--- src/hw/rtl/dbmidi_pkg.sv ---
// Types and constants for the debounced button to MIDI event block.
`timescale 1ns / 1ps

package dbmidi_pkg;

	localparam int NOW_W     = 32;
	localparam int CFG_IDX_W = 3;
	localparam int CFG_W     = 16;

	localparam logic [1:0] CMD_SAMPLE      = 2'd0;
	localparam logic [1:0] CMD_SET_CHANNEL = 2'd1;
	localparam logic [1:0] CMD_SET_ADDRESS = 2'd2;

	localparam logic [1:0] KIND_NOTE_ON  = 2'd0;
	localparam logic [1:0] KIND_NOTE_OFF = 2'd1;
	localparam logic [1:0] KIND_CC       = 2'd2;

	localparam logic [CFG_IDX_W-1:0] REG_INVERT_INPUT    = 3'd0;
	localparam logic [CFG_IDX_W-1:0] REG_DEBOUNCE_MS     = 3'd1;
	localparam logic [CFG_IDX_W-1:0] REG_TRACKS_PER_BANK = 3'd2;
	localparam logic [CFG_IDX_W-1:0] REG_BASE_CHANNEL    = 3'd3;
	localparam logic [CFG_IDX_W-1:0] REG_BASE_ADDRESS    = 3'd4;
	localparam logic [CFG_IDX_W-1:0] REG_VELOCITY        = 3'd5;
	localparam logic [CFG_IDX_W-1:0] REG_MESSAGE_TYPE    = 3'd6;

	typedef struct packed {
		logic [1:0]       command;
		logic             pin_level;
		logic [NOW_W-1:0] now_ms;
		logic [7:0]       offset_value;
	} in_item_t;

	typedef struct packed {
		logic [1:0] message_kind;
		logic [7:0] midi_channel;
		logic [7:0] note_or_controller;
		logic [6:0] data_value;
	} out_item_t;

endpackage

--- src/hw/rtl/debounced_button_midi_event.sv ---
// Top level: debounces one button and turns its edges into MIDI event items.
// Datapath: an accepted item is registered in the input register, then its result is
//   registered in the result register.
// Throughput: one item per cycle; the input register advances whenever the result
//   register is empty or being taken.
// Reset: arst_n asynchronously resets all but the item and result data registers.
`timescale 1ns / 1ps

module debounced_button_midi_event #(
	parameter int TIME_WIDTH = 32
) (
	input  logic                                  clk,
	input  logic                                  arst_n,
	input  logic                                  in_valid,
	output logic                                  in_ready,
	input  dbmidi_pkg::in_item_t                  in_data,
	output logic                                  out_valid,
	input  logic                                  out_ready,
	output dbmidi_pkg::out_item_t                 out_data,
	input  logic                                  cfg_we,
	input  logic [dbmidi_pkg::CFG_IDX_W-1:0]      cfg_index,
	input  logic [dbmidi_pkg::CFG_W-1:0]          cfg_data
);

	logic        invert_q;
	logic [15:0] debounce_q;
	logic [7:0]  tracks_q;
	logic [7:0]  base_ch_q;
	logic [7:0]  base_addr_q;
	logic [6:0]  velocity_q;
	logic        msg_type_q;

	logic                  deb_level_q;
	logic                  last_raw_q;
	logic [TIME_WIDTH-1:0] last_change_q;
	logic [7:0]            act_ch_q;
	logic [7:0]            act_addr_q;
	logic [7:0]            pend_ch_q;
	logic [7:0]            pend_addr_q;

	logic                  valid_s1;
	dbmidi_pkg::in_item_t  item_s1;
	logic                  advance;

	logic                  level;
	logic [TIME_WIDTH-1:0] now_t;
	logic [TIME_WIDTH-1:0] elapsed;
	logic                  quiet;
	logic                  is_sample;
	logic                  press;
	logic                  release_evt;
	logic [7:0]            ch_prod;
	logic [7:0]            addr_prod;
	dbmidi_pkg::out_item_t result;

	always_ff @(posedge clk or negedge arst_n) begin
		if (!arst_n) begin
			invert_q    <= 1'b0;
			debounce_q  <= 16'd25;
			tracks_q    <= 8'd1;
			base_ch_q   <= 8'd1;
			base_addr_q <= 8'd0;
			velocity_q  <= 7'd127;
			msg_type_q  <= 1'b0;
		end else if (cfg_we) begin
			unique case (cfg_index)
				dbmidi_pkg::REG_INVERT_INPUT:    invert_q    <= cfg_data[0];
				dbmidi_pkg::REG_DEBOUNCE_MS:     debounce_q  <= cfg_data[15:0];
				dbmidi_pkg::REG_TRACKS_PER_BANK: tracks_q    <= cfg_data[7:0];
				dbmidi_pkg::REG_BASE_CHANNEL:    base_ch_q   <= cfg_data[7:0];
				dbmidi_pkg::REG_BASE_ADDRESS:    base_addr_q <= cfg_data[7:0];
				dbmidi_pkg::REG_VELOCITY:        velocity_q  <= cfg_data[6:0];
				dbmidi_pkg::REG_MESSAGE_TYPE:    msg_type_q  <= cfg_data[0];
				default: ;
			endcase
		end
	end

	assign advance  = valid_s1 && (!out_valid || out_ready);
	assign in_ready = !valid_s1 || advance;

	always_ff @(posedge clk or negedge arst_n) begin
		if (!arst_n) begin
			valid_s1 <= 1'b0;
		end else if (in_ready) begin
			valid_s1 <= in_valid;
		end
	end

	always_ff @(posedge clk) begin
		if (in_ready && in_valid) begin
			item_s1 <= in_data;
		end
	end

	always_comb begin
		level       = item_s1.pin_level ^ invert_q;
		now_t       = TIME_WIDTH'(item_s1.now_ms);
		elapsed     = now_t - last_change_q;
		quiet       = elapsed > TIME_WIDTH'(debounce_q);
		is_sample   = item_s1.command == dbmidi_pkg::CMD_SAMPLE;
		press       = is_sample && quiet && !level && deb_level_q;
		release_evt = is_sample && quiet && level && !deb_level_q;
		ch_prod     = act_ch_q * tracks_q;
		addr_prod   = act_addr_q * tracks_q;

		result.midi_channel       = base_ch_q + ch_prod;
		result.note_or_controller = base_addr_q + addr_prod;
		if (msg_type_q) begin
			result.message_kind = dbmidi_pkg::KIND_CC;
			result.data_value   = press ? velocity_q : 7'd0;
		end else begin
			result.message_kind = press ? dbmidi_pkg::KIND_NOTE_ON : dbmidi_pkg::KIND_NOTE_OFF;
			result.data_value   = velocity_q;
		end
	end

	always_ff @(posedge clk or negedge arst_n) begin
		if (!arst_n) begin
			deb_level_q   <= 1'b1;
			last_raw_q    <= 1'b1;
			last_change_q <= '0;
			act_ch_q      <= 8'd0;
			act_addr_q    <= 8'd0;
			pend_ch_q     <= 8'd0;
			pend_addr_q   <= 8'd0;
		end else if (advance) begin
			unique case (item_s1.command)
				dbmidi_pkg::CMD_SET_CHANNEL: begin
					if (deb_level_q) begin
						act_ch_q <= item_s1.offset_value;
					end
					pend_ch_q <= item_s1.offset_value;
				end
				dbmidi_pkg::CMD_SET_ADDRESS: begin
					if (deb_level_q) begin
						act_addr_q <= item_s1.offset_value;
					end
					pend_addr_q <= item_s1.offset_value;
				end
				dbmidi_pkg::CMD_SAMPLE: begin
					if (press) begin
						deb_level_q <= 1'b0;
					end else if (release_evt) begin
						deb_level_q <= 1'b1;
						act_ch_q    <= pend_ch_q;
						act_addr_q  <= pend_addr_q;
					end
					if (level != last_raw_q) begin
						last_change_q <= now_t;
						last_raw_q    <= level;
					end
				end
				default: ;
			endcase
		end
	end

	always_ff @(posedge clk or negedge arst_n) begin
		if (!arst_n) begin
			out_valid <= 1'b0;
		end else if (advance) begin
			out_valid <= press || release_evt;
		end else if (out_ready) begin
			out_valid <= 1'b0;
		end
	end

	always_ff @(posedge clk) begin
		if (advance && (press || release_evt)) begin
			out_data <= result;
		end
	end

endmodule

--- config.mk ---
export PLATFORM = sky130hd
export DESIGN_NAME = debounced_button_midi_event
export DESIGN_NICKNAME = d
export VERILOG_FILES = /design/src/hw/rtl/dbmidi_pkg.sv /design/src/hw/rtl/debounced_button_midi_event.sv
export SDC_FILE = /design/constraint.sdc
export NUM_CORES = 1
export LEC_CHECK = 0
export BUFFER_PORTS_ARGS = -buffer_cell sky130_fd_sc_hd__buf_2
export CAP_MARGIN = 30
export CORE_ASPECT_RATIO = 2
export CORE_UTILIZATION = 55
export DETAILED_ROUTE_END_ITERATION = 12
export PLACE_DENSITY_LB_ADDON = 0.12
export SYNTH_ARGS = -nofsm -noshare
export SYNTH_HDL_FRONTEND = slang
export SYNTH_SLANG_ARGS = --single-unit
--- constraint.sdc ---
create_clock -name clk -period 4.15 [get_ports clk]
set_input_delay 0.2075 -clock clk [delete_from_list [all_inputs] [get_ports clk]]
set_output_delay 0.2075 -clock clk [all_outputs]
set_load 0.005 [all_outputs]
==> metrics.txt <==
hold depth 3; Rows 75; final setup fails 33; main combinational cell family by area after synthesis adder cells; GPL Wtd Cong 0.9318; Initial DRC Count 241; io pins 94; Final #Nets 1490; Synth Area in Compound Gates 0.1270; Die Y-Extent 208.3 um; hold slack 0.07017 ns; CP Launch Type flop; Core Area 20930 um^2; Routed WL per cell 17.86 um; H-tree depth reported by CTS 4; internal power 0.007136 W; die span in x 105.2 um; dominant cells by area after synthesis dfrtp_1, edfxtp_1, ha_1; clk buf depth 2; Max-slew headroom 0.4036; ANT nets after route 0; Yosys Warn Count 0; Syn Nets 1288; Max Fanout on Critical Path 8; clock network power share 0.126; Final period util 1.035; Most used DFF post-synth dfrtp_1; Worst R2R End out_data[2]; worst reg2reg path startpoint now_t[0]; largest area contributor in the netlist dfrtp_1; M2 GR Usage 0.5556; synth unique cells 72; PortBufs 93; final WL 28340 um; Crit Path Class flop to flop; EDFF count, synth 68; layout cells sized above 1 0.2557; vias in the first global route 9383; clk sinks 185; GRT Util Overall 0.2757; CTS tree built; largest net degree at the start of global routing 51; Tmin final 4.295 ns; Hold Startpoint cfg_data[7]; LEAKAGE 6.385 nW; post-synth top area share 0.2201; most frequent cell after synthesis nand2_1; Post-DP HPWL 21880 um; adder-cell share of the synthesized area 0.1498; Initial Util 0.5595; synthesized cell area 11710 um^2; gr ovfl total 0; drt drc 0; # diodes 0; Async SR Flop Fraction 0.6324; TNS Setup -2.970 ns; Post-synth top cells nand2_1, inv_1, dfrtp_1; Synth Instances 1103; hold crit path type input port to flop; Seq pwr share 0.251; busiest grt layer met2; Simple-Gate Fraction of Synth Area 0.1237; slew of the pin with the lowest slew margin 0.8907 ns; clk_skew 0.01171 ns; NetSw 0.005059 W; GR Util met3 0.03446; crit path DAT 4.47 ns; global-route wire length before repair 45820 um; DR vias 8844; TritonRoute pass-1 iters 5; vias per inst 5.573; full die area 21910 um^2; maximum clock rate 232.8 MHz; RSZ-0062 raised after global routing true; Worst Setup Slack, final -0.1446 ns; status finished, violations left; synthesized area per cell 10.62 um^2; max-cap violations 0; Slew Limit Fails 0; Seq cells post-synth 185; Critical Path Sink Type flop; Final Hold Vio Count 0; Required @ worst endpoint 4.33 ns; R2R setup slack -0.14 ns; Power Dens Cells 855.3 nW/um^2; met1 GRT Util 0.2526; failing checks negative setup slack; Num CTS Buffers 17; initial antenna violation count 0; switch share 0.4149; CTS clk-pin slew, worst paths 0.07 ns; worst skew pair latency 0.44 ns; reg2reg path depth 21; Clk Tree Root Cell clkbuf_16; VDD IR-drop max 0.6675 mV; area delta synth->final 21.78%; Comb power frac 0.623; register area share after synthesis 0.4259; Post-Synth XOR/XNOR Area 0.04264; Hold EP debounce_q[7]; mux share of post-synthesis cell area 0.07480
[power by group through the flow]
stage          Combinational, W  Clock (W)  Sequential (W)
3_3_place_gp            0.00710          0         0.00306
5_1_grt                 0.00862    0.00162         0.00312
3_5_place_dp            0.00732          0         0.00309
6_report                0.00760    0.00153         0.00306
2_1_floorplan           0.00549          0         0.00291
4_1_cts                 0.00753    0.00157         0.00306
[cells in the final DEF (no fill, tap or decap), types with 5 or more instances in the layout]
| cell | count |
|---|---|
| a21boi_1 | 7 |
| a21o_1 | 13 |
| a21oi_1 | 38 |
| and2_1 | 30 |
| and3_1 | 6 |
| buf_2 | 92 |
| buf_4 | 65 |
| clkbuf_16 | 18 |
| dfrtp_1 | 102 |
| dfstp_2 | 13 |
| dlygate4sd3_1 | 53 |
| edfxtp_1 | 68 |
| fa_1 | 36 |
| ha_1 | 77 |
| inv_1 | 137 |
| mux2_2 | 76 |
| nand2_1 | 141 |
| nand2b_1 | 7 |
| nand3_1 | 15 |
| nand4_1 | 13 |
| nand4b_1 | 5 |
| nor2_1 | 24 |
| nor3_1 | 7 |
| o21a_1 | 5 |
| o21ai_0 | 45 |
| o221a_1 | 15 |
| o22a_1 | 17 |
| xnor2_1 | 47 |
| xor2_1 | 9 |
[per-layer routing]
metal | vias to the layer above | wire length (um)
met3 | 83 | 721
met4 | 0 | 1522
met2 | 186 | 16700
li1 | 4241 | -
met1 | 4334 | 9395
met5 | - | 0
[worst max-delay path by stage]
stage	startpoint	to	slack, ns	depth (start not counted)
after floorplan	now_t[9]	out_data[0]	0.009	19
after global placement	now_t[0]	out_data[0]	-0.29	20
after detailed placement	now_t[4]	out_data[5]	-0.40	17
after CTS	last_change_q[0]	out_data[1]	-0.12	18
after global routing	last_change_q[0]	out_data[3]	-0.30	19
final	now_t[0]	out_data[2]	-0.14	21
[final cells by class]
cell class,count,area [um^2]
clock inverters,9,61.31
multi-input cells,747,6289
repair buffers,216,1573
fillers,1662,6668
clock buffers,23,489.2
inverters,138,518.0
well taps,269,336.6
flip-flops and latches,185,4992
[sequential cells by signal, summed over array words and instances, names as in the netlist]
signal and count:
last_change_q 32, now_t 32, out_data 25, debounce_q 16, item_s1 11, act_addr_q 8, act_ch_q 8, base_addr_q 8
base_ch_q 8, pend_addr_q 8, pend_ch_q 8, tracks_q 8, velocity_q 7, deb_level_q 1, invert_q 1, last_raw_q 1
msg_type_q 1, out_valid 1, valid_s1 1
[critical path, cell delays in order, from the launching register on]
cell and delay [ns]:
edfxtp_1 0.37, inv_2 0.09, ha_4 0.15, fa_2 0.21, nor2b_2 0.05, o2111a_1 0.26, or2_4 0.27, a21o_1 0.19
a21oi_2 0.14, xnor2_1 0.13, ha_1 0.25, and4_4 0.16, nand2_2 0.06, nor2_2 0.04, buf_4 0.13, a221oi_2 0.23
o221ai_1 0.13, nor4_1 0.19, o2111ai_1 0.18, or2_4 0.32, o2111ai_4 0.36, a21boi_1 0.12
[logic make-up after synthesis]
kind of cell	Yosys count
compound gates	204
xor+xnor	57
fa+ha+maj	118
buf+inv	171
flops	185
mux	78
simple gates	290
[timing repair]
action | CTS | global route
resized for setup | 24 | 30
gates cloned | 0 | 0
setup buffers | 5 | 7
pin swaps | 15 | 13
hold buffers | 53 | 0
endpoints found under the hold margin | 77 | 0
setup endpoints to repair | 51 | 53
[stage by stage]
| step | util | cell area [um^2] | instances | setup slack, ns | power [W] |
|---|---|---|---|---|---|
| global placement | 0.6148 | 12870 | 1491 | -0.2880 | 0.01016 |
| floorplan | - | 11720 | 1103 | 0.009276 | 0.008405 |
| global route | 0.6814 | 14260 | 1587 | -0.3048 | 0.01337 |
| CTS | 0.6732 | 14090 | 1582 | -0.1240 | 0.01216 |
| finish | 0.6814 | 14260 | 1587 | -0.1446 | 0.01220 |
| detailed placement | 0.6158 | 12890 | 1492 | -0.4035 | 0.01040 |
(Power assumes the default switching activity.)
